File: config.mk
export PLATFORM = sky130hd
export DESIGN_NAME = kbtb_set_update
export DESIGN_NICKNAME = d
export VERILOG_FILES = /design/src/rtl/kbtb_pkg.sv /design/src/rtl/kbtb_set_update.sv
export SDC_FILE = /design/constraint.sdc
export NUM_CORES = 1
export LEC_CHECK = 0
export BUFFER_PORTS_ARGS = -buffer_cell sky130_fd_sc_hd__buf_2
export CAP_MARGIN = 20
export CORE_AREA = 2 2 483 485
export DETAILED_ROUTE_END_ITERATION = 7
export DIE_AREA = 0 0 485 487
export GPL_TIMING_DRIVEN = 0
export PLACE_DENSITY = 0.3
export REMOVE_ABC_BUFFERS = 1
export SLEW_MARGIN = 20
export SYNTH_ARGS = -nofsm -noshare
export SYNTH_HDL_FRONTEND = slang
export SYNTH_SLANG_ARGS = --single-unit
File: constraint.sdc
create_clock -name vclk -period 16.2
set_clock_uncertainty 0.15 [all_clocks]
set_input_delay 3.24 -clock vclk [all_inputs]
set_output_delay 3.24 -clock vclk [all_outputs]
set_load 0.05 [all_outputs]
File: src/rtl/kbtb_pkg.sv
// ----------------------------------------------------------------------------
// kbtb_pkg: shared types and constants for the keyed branch target buffer
// Geometry, field widths, entry layout, outcome codes and register indexes.
// ----------------------------------------------------------------------------
package kbtb_pkg;

    // Geometry: sets and ways are powers of two
    localparam int SET_BITS  = 6;
    localparam int SETS      = 2 ** SET_BITS;
    localparam int WAY_BITS  = 2;
    localparam int WAYS      = 2 ** WAY_BITS;
    localparam int ADDR_BITS = 48;
    localparam int AGE_BITS  = 16;

    localparam int CIPHER_W  = 64;
    localparam int TAG_W     = CIPHER_W - SET_BITS;
    localparam int TGT_W     = 64;
    localparam int IKEY_W    = 16;
    localparam int LFSR_W    = 16;
    localparam int CFG_IDX_W = 3;
    localparam int CFG_DAT_W = 64;

    localparam logic [AGE_BITS-1:0] AGE_MAX   = '1;
    localparam logic [LFSR_W-1:0]   LFSR_SEED = LFSR_W'(1);

    // Result codes
    localparam logic [1:0] OUTCOME_MISS       = 2'd0;
    localparam logic [1:0] OUTCOME_MISPREDICT = 2'd1;
    localparam logic [1:0] OUTCOME_CORRECT    = 2'd2;

    // Configuration register indexes
    localparam logic [CFG_IDX_W-1:0] CFG_D0_INDEX_KEY   = 3'd0;
    localparam logic [CFG_IDX_W-1:0] CFG_D0_INDEX_HASH  = 3'd1;
    localparam logic [CFG_IDX_W-1:0] CFG_D0_CONTENT_KEY = 3'd2;
    localparam logic [CFG_IDX_W-1:0] CFG_D1_INDEX_KEY   = 3'd3;
    localparam logic [CFG_IDX_W-1:0] CFG_D1_INDEX_HASH  = 3'd4;
    localparam logic [CFG_IDX_W-1:0] CFG_D1_CONTENT_KEY = 3'd5;
    localparam logic [CFG_IDX_W-1:0] CFG_REPL_MODE      = 3'd6;

    // One way of one set, as held in the way RAM
    typedef struct packed {
        logic [TAG_W-1:0]    tag;
        logic [TGT_W-1:0]    target;
        logic [AGE_BITS-1:0] age;
    } entry_t;

    typedef logic [SET_BITS-1:0] set_idx_t;
    typedef logic [WAY_BITS-1:0] way_idx_t;

    // Key set of one security domain
    typedef struct packed {
        logic [IKEY_W-1:0]   index_key;
        logic [CIPHER_W-1:0] index_hash;
        logic [TGT_W-1:0]    content_key;
    } domain_keys_t;

    // Status of one lookup
    typedef struct packed {
        logic [1:0] outcome;
        logic       lfsr_step;
    } set_result_t;

endpackage

File: src/rtl/kbtb_set_update.sv
// ----------------------------------------------------------------------------
// kbtb_set_update: lookup and update of one set
// Age the valid ways, match the tag, pick a fill victim on a miss, and build
// the new contents of every way of the set.
// ----------------------------------------------------------------------------
module kbtb_set_update
    import kbtb_pkg::*;
(
    input  entry_t [WAYS-1:0] ways,
    input  logic   [WAYS-1:0] valid,
    input  logic [TAG_W-1:0]  tag,
    input  logic [TGT_W-1:0]  stored_target,
    input  logic              repl_mode,
    input  way_idx_t          random_way,
    output entry_t [WAYS-1:0] new_ways,
    output logic   [WAYS-1:0] new_valid,
    output set_result_t       result
);

    logic [AGE_BITS-1:0] aged [WAYS];
    logic                hit_found;
    way_idx_t            hit_way;
    logic                free_found;
    way_idx_t            free_way;
    way_idx_t            old_way;
    logic [AGE_BITS-1:0] old_age;
    way_idx_t            victim;

    always_comb
    begin
        // age every valid way, saturating
        for (int w = 0; w < WAYS; w++)
        begin
            aged[w] = ways[w].age;
            if (valid[w] && (ways[w].age != AGE_MAX))
            begin
                aged[w] = ways[w].age + AGE_BITS'(1);
            end
        end

        // lowest matching way wins
        hit_found = 1'b0;
        hit_way   = '0;
        for (int w = 0; w < WAYS; w++)
        begin
            if (!hit_found && valid[w] && (ways[w].tag == tag))
            begin
                hit_found = 1'b1;
                hit_way   = WAY_BITS'(w);
            end
        end

        // lowest invalid way
        free_found = 1'b0;
        free_way   = '0;
        for (int w = 0; w < WAYS; w++)
        begin
            if (!free_found && !valid[w])
            begin
                free_found = 1'b1;
                free_way   = WAY_BITS'(w);
            end
        end

        // oldest way after aging, lowest index on a tie
        old_way = '0;
        old_age = aged[0];
        for (int w = 1; w < WAYS; w++)
        begin
            if (aged[w] > old_age)
            begin
                old_way = WAY_BITS'(w);
                old_age = aged[w];
            end
        end

        if (hit_found)
        begin
            victim = hit_way;
        end
        else if (free_found)
        begin
            victim = free_way;
        end
        else if (repl_mode)
        begin
            victim = random_way;
        end
        else
        begin
            victim = old_way;
        end

        new_valid = valid;
        for (int w = 0; w < WAYS; w++)
        begin
            new_ways[w].tag    = ways[w].tag;
            new_ways[w].target = ways[w].target;
            new_ways[w].age    = aged[w];
        end
        new_ways[victim].target = stored_target;
        new_ways[victim].age    = '0;
        if (!hit_found)
        begin
            new_ways[victim].tag = tag;
            new_valid[victim]    = 1'b1;
        end

        if (!hit_found)
        begin
            result.outcome = OUTCOME_MISS;
        end
        else if (ways[hit_way].target == stored_target)
        begin
            result.outcome = OUTCOME_CORRECT;
        end
        else
        begin
            result.outcome = OUTCOME_MISPREDICT;
        end
        result.lfsr_step = !hit_found && !free_found && repl_mode;
    end

endmodule

==> results.yml <==
sta:
  report.final.slew_viol_count: 0
  min_period_ns: 15.85
  whs_ns: 6.77
  clock.fmax_mhz: 63.1
  hold_viol_final: 0
  worst_pin_slew_ns: 1.26
  max_slew_margin_pct: 15.1
  setup_tns_ns: 0
  period_share_pct: 97.8
  layout_setup_ws_ns: 0.350
  setup_viol: 0
worst_setup_path:
  crit_family: "simple AND/OR/NAND/NOR gates"
  crit_path_end_kind: "output port"
  crit_path_max_fanout: 17
  cpMaxStageDelayCell: "or4b_4"
  crit_top_cell: "o21a_1"
  cp_data_arrival_time_ns: 12.46
  crit_path_start_kind: "primary input"
  slowest_delay_ns: 0.64
  cp.required_ns: 12.81
  worstSetupPathType: "in2out"
  cp_num_buf_inv: 7
cells_and_area:
  mostFrequentLayoutCell: "buf_2"
  final_layout_size_suffix_gt1_share_pct: 56.0
  area_growth_pct: 70.6
  seq_area_um2: 0
  layout.cells.most_common_list: "1,224 x buf_2, 476 x mux2_2, 171 x xnor2_1"
  nFlopsAndLatches: 0
  nClkBuffers: 0
  postLayoutCoreUtil_pct: 12.4
  final_nets: 4211
drt:
  drcViolationCount: 0
  firstDrtPassIters: 5
  drt_wl_total_um: 259000
  viasPerCell: 3.99
  ant_nets: 0
  drtIter0Drc: 2177
  wl_per_cell_um: 39.4
  dr_total_vias: 26200
min_path:
  hold_path_class: "in2out"
grt:
  first_global_vias: 25200
  grt_overflow_total: 0
  grtUsageTotal_pct: 20.6
  grt_max_degree: 40
  antenna_found_initial: 157
  grt_pass1_wl_um: 312000
placed_design:
  post-place-ws_ns: -2.43
  gp_congestion: 0.930
  place_hpwl_um: 228000
  numPortBuffers: 1240
job:
  drv_cap: 0
synthesis:
  synth.avg_cell_area_um2: 7.40
  syn_area_mm2: 0.0168
  yosysSeqAreaShare_pct: 0
  synth-adder-area-share_pct: 3.79
  yosysUniqueCellTypes: 83
  yosysWarnings: 0
  synth-simple-area-share_pct: 26.1
  synth.area.mux_share_pct: 36.0
  synthCells: 2266
  synthXorXnorAreaFrac_pct: 11.5
  synth-compound-area-share_pct: 16.0
  synth_top_family_by_area: "multiplexers"
pwr:
  ir_worst_vdd_v: 0.0000270
  p_per_area_mw_per_mm2: 50.4
  power.leakage_nw: 12.0
floorplan:
  core_area_mm2: 0.231
  start_util_pct: 7.25
  rows: 177
  io_pins: 1240
  dieHeight_um: 487
  die_area_mm2: 0.236
  die_w_um: 485
outcome:
  status: "finished clean"
==> through the flow <==
step	std cells	power, mW	cell area (um2)
2_1_floorplan	2101	0.782	16000
3_3_place_gp	6384	1.39	26000
3_5_place_dp	6453	1.39	27400
4_1_cts	6488	1.43	28000
5_1_grt	6538	1.50	28500
6_report	6578	1.44	28600
==> path summary, 6_finish.rpt <==
| kind | from | endpoint | slack [ns] | cells after the start |
|---|---|---|---|---|
| setup / recovery | ways[146] | new_ways[77] | 0.35 | 49 |
| hold / removal | ways[310] | new_ways[310] | 6.77 | 3 |
==> cell type report <==
cell class / count / area [um2]
multi-input cells: 2011 / 16300
well taps: 3043 / 3810
fillers: 27100 / 203000
repair buffers: 1369 / 8030
inverters: 98 / 368
diodes: 57 / 143
==> cell usage after synthesis, types with 4 or more instances <==
library cell  count  area [um2]
inv_1            98         368
nand2b_1        127         795
a21oi_1          63         315
a22oi_1          14         105
and2_1           38         238
a31oi_1           9        56.3
buf_2            75         375
o22a_1            4        35.0
o22ai_1          42         263
nor2_1          117         439
o21ai_1           4        20.0
nor2b_1          31         194
or4_1            17         128
nand4_1         102         638
a21o_1           23         173
nand3_1          56         280
and3_1           36         225
mux2_2          477        5370
mux2i_1          66         661
or2_2             5        31.3
a221oi_1         14         123
nor3_1           39         195
a22o_1            8        70.1
xor2_1           46         403
a2111oi_0         5        43.8
nand2_1         148         556
clkbuf_1         69         259
nor4_1           44         275
o211a_1           4        40.0
a211o_1           6        52.6
o21a_1           14         105
or3_1             9        56.3
o21ai_0          70         350
xnor2_1         174        1520
nand3b_1          4        30.0
o2111ai_1        20         175
a211oi_1         13        97.6
o211ai_1         16         120
o221ai_1         13         114
ha_1             50         626
buf_1            15        56.3
and4_1           12         105
a32o_1            4        40.0
==> what timing repair did <==
item | CTS | global route
resized for setup | 49 | 47
buffers inserted | 27 | 28
hold buffers | 0 | 0
setup endpoints to repair | 555 | 501
gates cloned | 10 | 5
pin swaps | 15 | 21
==> tightest hold or removal path, delay by kind of cell <==
family	cells	cell delay (ns)
buffers and inverters	2	0.29
multiplexers	1	0.14
==> per-layer routing <==
layer / share of wire [%] / track usage, %
met1: 38 / 23.6
met4: 4.1 / 6.07
met5: 0.20 / 0
met2: 49 / 36.8
met3: 8.4 / 5.68
==> where the power goes <==
group          switching, mW  internal (mW)
Sequential                 0              0
Combinational           1.04          0.401
Clock                      0    0.000000219
==> logic make-up after synthesis <==
kind of cell,Yosys count
xor+xnor,220
mux,543
simple gates,804
buf+inv,263
fa+ha+maj,51
compound gates,385
No activity file was read; power rests on OpenSTA's default activity.
