===== src/rtl/kbtb_pkg.sv =====
// ----------------------------------------------------------------------------
// kbtb_pkg: shared types and constants for the keyed branch target buffer
// Geometry, field widths, entry layout, outcome codes and register indexes.
// ----------------------------------------------------------------------------
package kbtb_pkg;

    // Geometry: sets and ways are powers of two
    localparam int SET_BITS  = 6;
    localparam int SETS      = 2 ** SET_BITS;
    localparam int WAY_BITS  = 2;
    localparam int WAYS      = 2 ** WAY_BITS;
    localparam int ADDR_BITS = 48;
    localparam int AGE_BITS  = 16;

    localparam int CIPHER_W  = 64;
    localparam int TAG_W     = CIPHER_W - SET_BITS;
    localparam int TGT_W     = 64;
    localparam int IKEY_W    = 16;
    localparam int LFSR_W    = 16;
    localparam int CFG_IDX_W = 3;
    localparam int CFG_DAT_W = 64;

    localparam logic [AGE_BITS-1:0] AGE_MAX   = '1;
    localparam logic [LFSR_W-1:0]   LFSR_SEED = LFSR_W'(1);

    // Result codes
    localparam logic [1:0] OUTCOME_MISS       = 2'd0;
    localparam logic [1:0] OUTCOME_MISPREDICT = 2'd1;
    localparam logic [1:0] OUTCOME_CORRECT    = 2'd2;

    // Configuration register indexes
    localparam logic [CFG_IDX_W-1:0] CFG_D0_INDEX_KEY   = 3'd0;
    localparam logic [CFG_IDX_W-1:0] CFG_D0_INDEX_HASH  = 3'd1;
    localparam logic [CFG_IDX_W-1:0] CFG_D0_CONTENT_KEY = 3'd2;
    localparam logic [CFG_IDX_W-1:0] CFG_D1_INDEX_KEY   = 3'd3;
    localparam logic [CFG_IDX_W-1:0] CFG_D1_INDEX_HASH  = 3'd4;
    localparam logic [CFG_IDX_W-1:0] CFG_D1_CONTENT_KEY = 3'd5;
    localparam logic [CFG_IDX_W-1:0] CFG_REPL_MODE      = 3'd6;

    // One way of one set, as held in the way RAM
    typedef struct packed {
        logic [TAG_W-1:0]    tag;
        logic [TGT_W-1:0]    target;
        logic [AGE_BITS-1:0] age;
    } entry_t;

    typedef logic [SET_BITS-1:0] set_idx_t;
    typedef logic [WAY_BITS-1:0] way_idx_t;

    // Key set of one security domain
    typedef struct packed {
        logic [IKEY_W-1:0]   index_key;
        logic [CIPHER_W-1:0] index_hash;
        logic [TGT_W-1:0]    content_key;
    } domain_keys_t;

    // Status of one lookup
    typedef struct packed {
        logic [1:0] outcome;
        logic       lfsr_step;
    } set_result_t;

endpackage


===== src/rtl/kbtb_index.sv =====
// ----------------------------------------------------------------------------
// kbtb_index: keyed index and content scrambling
// Select the domain keys, form the cipher word, split it into set and tag,
// and scramble the target with the content key.
// ----------------------------------------------------------------------------
module kbtb_index
    import kbtb_pkg::*;
(
    input  logic [ADDR_BITS-1:0] branch_pc,
    input  logic [ADDR_BITS-1:0] branch_target,
    input  logic                 domain_id,
    input  domain_keys_t         keys0,
    input  domain_keys_t         keys1,
    output set_idx_t             set_idx,
    output logic [TAG_W-1:0]     tag,
    output logic [TGT_W-1:0]     stored_target
);

    domain_keys_t        keys;
    logic [CIPHER_W-1:0] cipher;

    always_comb
    begin
        keys   = domain_id ? keys1 : keys0;
        // the key fills the bits above the branch PC, so none of its bits are lost
        cipher = ((CIPHER_W'(keys.index_key) << ADDR_BITS) | CIPHER_W'(branch_pc))
                 ^ keys.index_hash;
    end

    assign set_idx       = cipher[SET_BITS-1:0];
    assign tag           = cipher[CIPHER_W-1:SET_BITS];
    assign stored_target = TGT_W'(branch_target) ^ keys.content_key;

endmodule


===== config.mk =====
export PLATFORM = sky130hd
export DESIGN_NAME = kbtb_index
export DESIGN_NICKNAME = d
export VERILOG_FILES = /design/src/rtl/kbtb_pkg.sv /design/src/rtl/kbtb_index.sv
export SDC_FILE = /design/constraint.sdc
export NUM_CORES = 1
export LEC_CHECK = 0
export BUFFER_PORTS_ARGS = -buffer_cell sky130_fd_sc_hd__clkbuf_2
export CORE_AREA = 4 4 200 202
export DETAILED_ROUTE_END_ITERATION = 10
export DIE_AREA = 0 0 204 206
export PLACE_DENSITY = 0.38
export SYNTH_ARGS = -nofsm -noshare
export SYNTH_HDL_FRONTEND = slang
export SYNTH_SLANG_ARGS = --single-unit

===== constraint.sdc =====
create_clock -name vclk -period 2.6
set_clock_uncertainty 0.2 [all_clocks]
set_input_delay 0 -clock vclk [all_inputs]
set_output_delay 0 -clock vclk [all_outputs]
set_load 0.03 [all_outputs]

==> results.ini, run 1 <==
[worst_setup_path]
end_kind = output port
critPathArrivalTime_ns = 1.35
critical_path_class = in -> out
cp_max_fo = 55
critPathLaunchType = primary input
cp.required_ns = 2.40

[cts]
post_cts_resized = 0
cts_setup_buffers = 0
cts_hold_buf = 0

[sta]
hold-worst-slack_ns = 0.118
hold_viol_final = 0
setup_viol = 0
min_period_over_period_pct = 59.8
worst_pin_slew_ns = 0.438
tns_ns = 0
grt_setup_unrepaired = false
slew_headroom_pct = 70.8
period_needed_ns = 1.55
max_freq_mhz = 644
slew_viol_final = 0

[detailed_routing]
ant_nets = 0
wl_um = 15400
drt_iter0_drc = 100
dr.pass1.iters = 4
vias = 3846
drc = 0
wire_per_inst_um = 11.9
viasPerCell = 2.98

[global_routing]
track_usage_pct = 6.07
first_global_vias = 3852
use_met1_pct = 6.55
grt_pass1_wl_um = 20400
busiest_layer = met2
grt_util_met3_pct = 1.08
grt_max_degree = 56
grt-ovfl-total = 0
antenna_found_initial = 0
grt_util_met2_pct = 12.9

[power]
power.density_nw_per_um2 = 269
seq_power_share_pct = 0
p_leak_nw = 3.14
p_sw_w = 0.000917
power_frac_comb_pct = 100.0
clock_power_share_pct = 0
internal_power_w = 0.000614
power_switching_share_pct = 59.9
peakVddDrop_uv = 93.9

[floorplan]
io_pins = 513
rows = 72
die_x_um = 204
die_area_sq_um = 42000
coreArea_sq_um = 38300
initial_core_util_pct = 6.90
dieHeight_um = 206

[layout]
seq_area_sq_um = 0
nets = 1159
clock_buffers = 0
syn2layout_area_growth_pct = 115
seq_cell_count = 0
drive_gt1_share_pct = 66.8
antenna_cells = 0
final_cells = 1290

[worst_hold_path]
min_path_type = in -> out

[synth]
netlist-cell-type-count = 7
syn_nets = 655
ys_seq_area_share_pct = 0
yosysMostFrequentCell = xnor2_1
synth_area_sq_um = 2640
yosysTopAreaCell = mux2i_1
yosysWarnings = 0
synthTopCellsByCount = 128 x xnor2_1, 112 x mux2i_1, 16 x mux2_1, 8 x buf_12, 3 x buf_4
syn_avg_cell_area_sq_um = 9.79
synth_top_area_share_pct = 42.4
postSynthCellCount = 270
synthTopCellsByArea = mux2i_1 42%, xnor2_1 42%, mux2_1 6.8%

[run]
cap_violations = 0

[placed_design]
hpwl_um = 14400
gp_congestion = 0.794
io_buffers = 513
dp_cells = 1290

[outcome]
outcome = finished clean

path summary, 6_finish.rpt:
kind / cells past startpoint / from / endpoint
setup / recovery: 5 / domain_id / stored_target[11]
hold / removal: 3 / branch_pc[29] / tag[23]
layout make-up:
class              instances  area [sq um]
multi-input cells        256          2420
fillers                 4384         32600
repair buffers           516          2620
well taps                518           648
layout by cell type (no fill, tap or decap):
| master | count |
|---|---|
| mux2i_1 | 112 |
| buf_12 | 2 |
| buf_4 | 1 |
| clkbuf_2 | 512 |
| xnor2_1 | 128 |
| buf_6 | 1 |
| mux2_1 | 16 |
worst max-delay path, stage by stage:
cell and delay [ns]:
buf_6 0.21, buf_12 0.33, mux2i_1 0.27, xnor2_1 0.18
clkbuf_2 0.25
cell families (layout without fill, tap and decap cells):
| family | count (synthesis) | in the layout | synth area share, % |
|---|---|---|---|
| multiplexers | 128 | 128 | 49.2 |
| buffers and inverters | 14 | 516 | 8.33 |
| XOR/XNOR | 128 | 128 | 42.4 |
routing by layer:
layer / vias to the layer above / part of all wire, %
li1: 1929 / -
met1: 1658 / 34
met2: 259 / 56
met3: 0 / 10
met4: 0 / 0
met5: - / 0
power by group through the flow:
stage	logic, W	registers, W	clock network, W
6_report	0.00153	0	0
5_1_grt	0.00163	0	0
4_1_cts	0.00155	0	0
3_5_place_dp	0.00154	0	0
3_3_place_gp	0.00155	0	0
2_1_floorplan	0.000946	0	0
stage by stage:
stage / worst slack (ns) / instance area, sq um / utilization, % / total power [W]
floorplan: 1.31 / 2640 / - / 0.000946
global placement: 0.923 / 5690 / 14.9 / 0.00155
detailed placement: 0.942 / 5690 / 14.9 / 0.00154
CTS: 0.940 / 5690 / 14.9 / 0.00155
global route: 0.940 / 5690 / 14.9 / 0.00163
finish: 1.05 / 5690 / 14.9 / 0.00153
Note: power is estimated with default switching activity, not from simulation.
==> inputs of run 2 (changes only) <==
CORE_AREA = 4 4 195 197   (was 4 4 200 202)
DIE_AREA = 0 0 199 201   (was 0 0 204 206)
PLACE_DENSITY = 0.4   (was 0.38)
clock period = 1.2 ns   (was 2.6 ns; I/O delays follow)
==> run 2 against run 1 <==
Net effect: the flow now finishes with violations (setup timing); final area up 18%; worst hold slack lost 0.020 ns; worst setup slack got worse by 1.1 ns; final cell count shrank 1.7%; core utilization up 3.6 points; count of clock-buffer cells in the layout is the same; combinational power rose to 2.6 times the previous value; critical path depth up 1; die area is 4.8% lower; total power rose to 2.6 times the previous value; wire length rose by 12%; largest power group unchanged; highest routed layer is now met5.
==> results.ini, run 2 (same netlist as run 1, synthesis figures left out) <==
[outcome]
outcome = finished with violations
violations = setup timing

[floorplan]
die_x_um = 199  ; -2.5%
rows = 70  ; -2.8%
die_area_sq_um = 40000  ; -4.8%
dieHeight_um = 201  ; -2.4%
initial_core_util_pct = 7.29  ; +0.39 points
io_pins = 513  ; unchanged
coreArea_sq_um = 36300  ; -5.3%

[layout]
post-route-util_pct = 18.5  ; +3.6 points
nets = 1187  ; +2.4%
syn2layout_area_growth_pct = 153
finalInstanceArea_sq_um = 6690  ; +18%
clock_buffers = 0  ; unchanged
antenna_cells = 0  ; unchanged
seq_area_sq_um = 0  ; unchanged
drive_gt1_share_pct = 75.5  ; +8.7 points
final_cell_mix = 412 x clkbuf_2, 118 x xnor2_1, 85 x buf_4
seq_cell_count = 0  ; unchanged
final_common_cell = clkbuf_2

[worst_setup_path]
critPathLaunchType = primary input
path_buf_inv = 4  ; +1
critPathMaxStageDelay_ns = 0.23  ; -0.10 ns
critical_path.cell_chain = buf_12 > buf_16 > buf_4 > mux2i_1 > xnor2_1 > clkbuf_4
cp.required_ns = 1.00  ; -1.40 ns
critical_path_class = in -> out
critPathArrivalTime_ns = 1.06  ; -0.29 ns
end_kind = output port
crit_family = buffers and inverters
cp_max_fo = 13  ; -76%
crit_path_top_delay_cell = mux2i_1

[cts]
cts_hold_buf = 0  ; unchanged

[global_routing]
antenna_found_initial = 2  ; +2
track_usage_pct = 7.29  ; +1.2 points
grt-ovfl-total = 0  ; unchanged
grt_pass1_wl_um = 23100  ; +13%
first_global_vias = 4312  ; +12%
grt_max_degree = 19  ; -66%

[power]
p_leak_nw = 3.41  ; +8.5%
power.density_nw_per_um2 = 595  ; +120%
peakVddDrop_uv = 268  ; +190%

[sta]
hold_viol_final = 0  ; unchanged
grt_setup_unrepaired = true
worst_pin_slew_ns = 0.255  ; -0.184 ns
max_freq_mhz = 795
slew_viol_final = 0  ; unchanged
slew_headroom_pct = 82.9  ; +12 points
min_period_over_period_pct = 105
hold-worst-slack_ns = 0.0974  ; -0.0205 ns
fin_ws_ns = -0.0585  ; -1.10 ns
setup_viol = 40  ; +40
period_needed_ns = 1.26

[detailed_routing]
ant_nets = 0  ; unchanged
wire_per_inst_um = 13.6  ; +14%
drc = 0  ; unchanged
vias = 4045  ; +5.2%
wl_um = 17200  ; +12%
dr.pass1.iters = 4  ; unchanged
drt_iter0_drc = 74  ; -26%
viasPerCell = 3.19  ; +7.0%

[worst_hold_path]
hold_path_startpoint = branch_target[3]
min_path_type = in -> out
min_to = stored_target[3]
hold_path_depth = 3  ; unchanged

[placed_design]
gp_congestion = 0.810  ; +2.1%
io_buffers = 513  ; unchanged
dpl_cell_area_sq_um = 5860  ; +2.9%
hpwl_um = 15700  ; +9.0%
pre_cts_slack_ns = -0.197  ; -1.14 ns

[run]
cap_violations = 0  ; unchanged

==> run 2: power breakdown <==
part / switching (W) / internal (W) / total, W
logic: 0.00214 / 0.00184 / 0.00398
clock network: 0 / 0 / 0
registers: 0 / 0 / 0
total: 0.00214 / 0.00184 / 0.00398
==> run 2: stage by stage <==
step	power, W	TNS [ns]	cells
after detailed placement	0.00346	-5.80	1264
after global placement	0.00347	-4.97	1264
after CTS	0.00373	-2.66	1267
final	0.00398	-0.912	1268
after global routing	0.00421	-5.06	1268
after floorplan	0.00205	-0.928	270
==> run 2: per-layer routing <==
metal	up-vias	part of all wire, %	wire (um)	track usage (%)
li1	2000	-	-	-
met1	1747	34	5910	7.68
met2	290	56	9620	15.6
met3	4	9.8	1690	1.16
met4	4	0.023	4	0
met5	-	0.12	20	0
==> run 2: how the worst max path moves through the flow <==
| stage | start | endpoint | slack [ns] | cells after the start |
|---|---|---|---|---|
| final | domain_id | stored_target[24] | -0.06 | 6 |
| after global routing | domain_id | stored_target[16] | -0.11 | 6 |
| after CTS | domain_id | stored_target[33] | -0.09 | 6 |
| after detailed placement | domain_id | tag[32] | -0.20 | 6 |
| after global placement | domain_id | tag[32] | -0.16 | 6 |
| after floorplan | domain_id | tag[45] | -0.09 | 4 |
==> run 2: repair_timing <==
| item | CTS | global route |
|---|---|---|
| pin swaps | 16 | 12 |
| cloned | 1 | 1 |
| gates resized for setup | 110 | 183 |
| setup endpoints to repair | 88 | 97 |
| setup buffers | 2 | 0 |
==> run 2: worst min-delay path: stages <==
cell	delay, ns
clkbuf_2	0.08
xnor2_1	0.05
buf_4	0.16
==> run 2: cell type report <==
cell class | count | area [sq um]
tap | 468 | 586
fill | 4090 | 29600
multi-input combinational | 256 | 2830
timing repair buffer | 544 | 3270
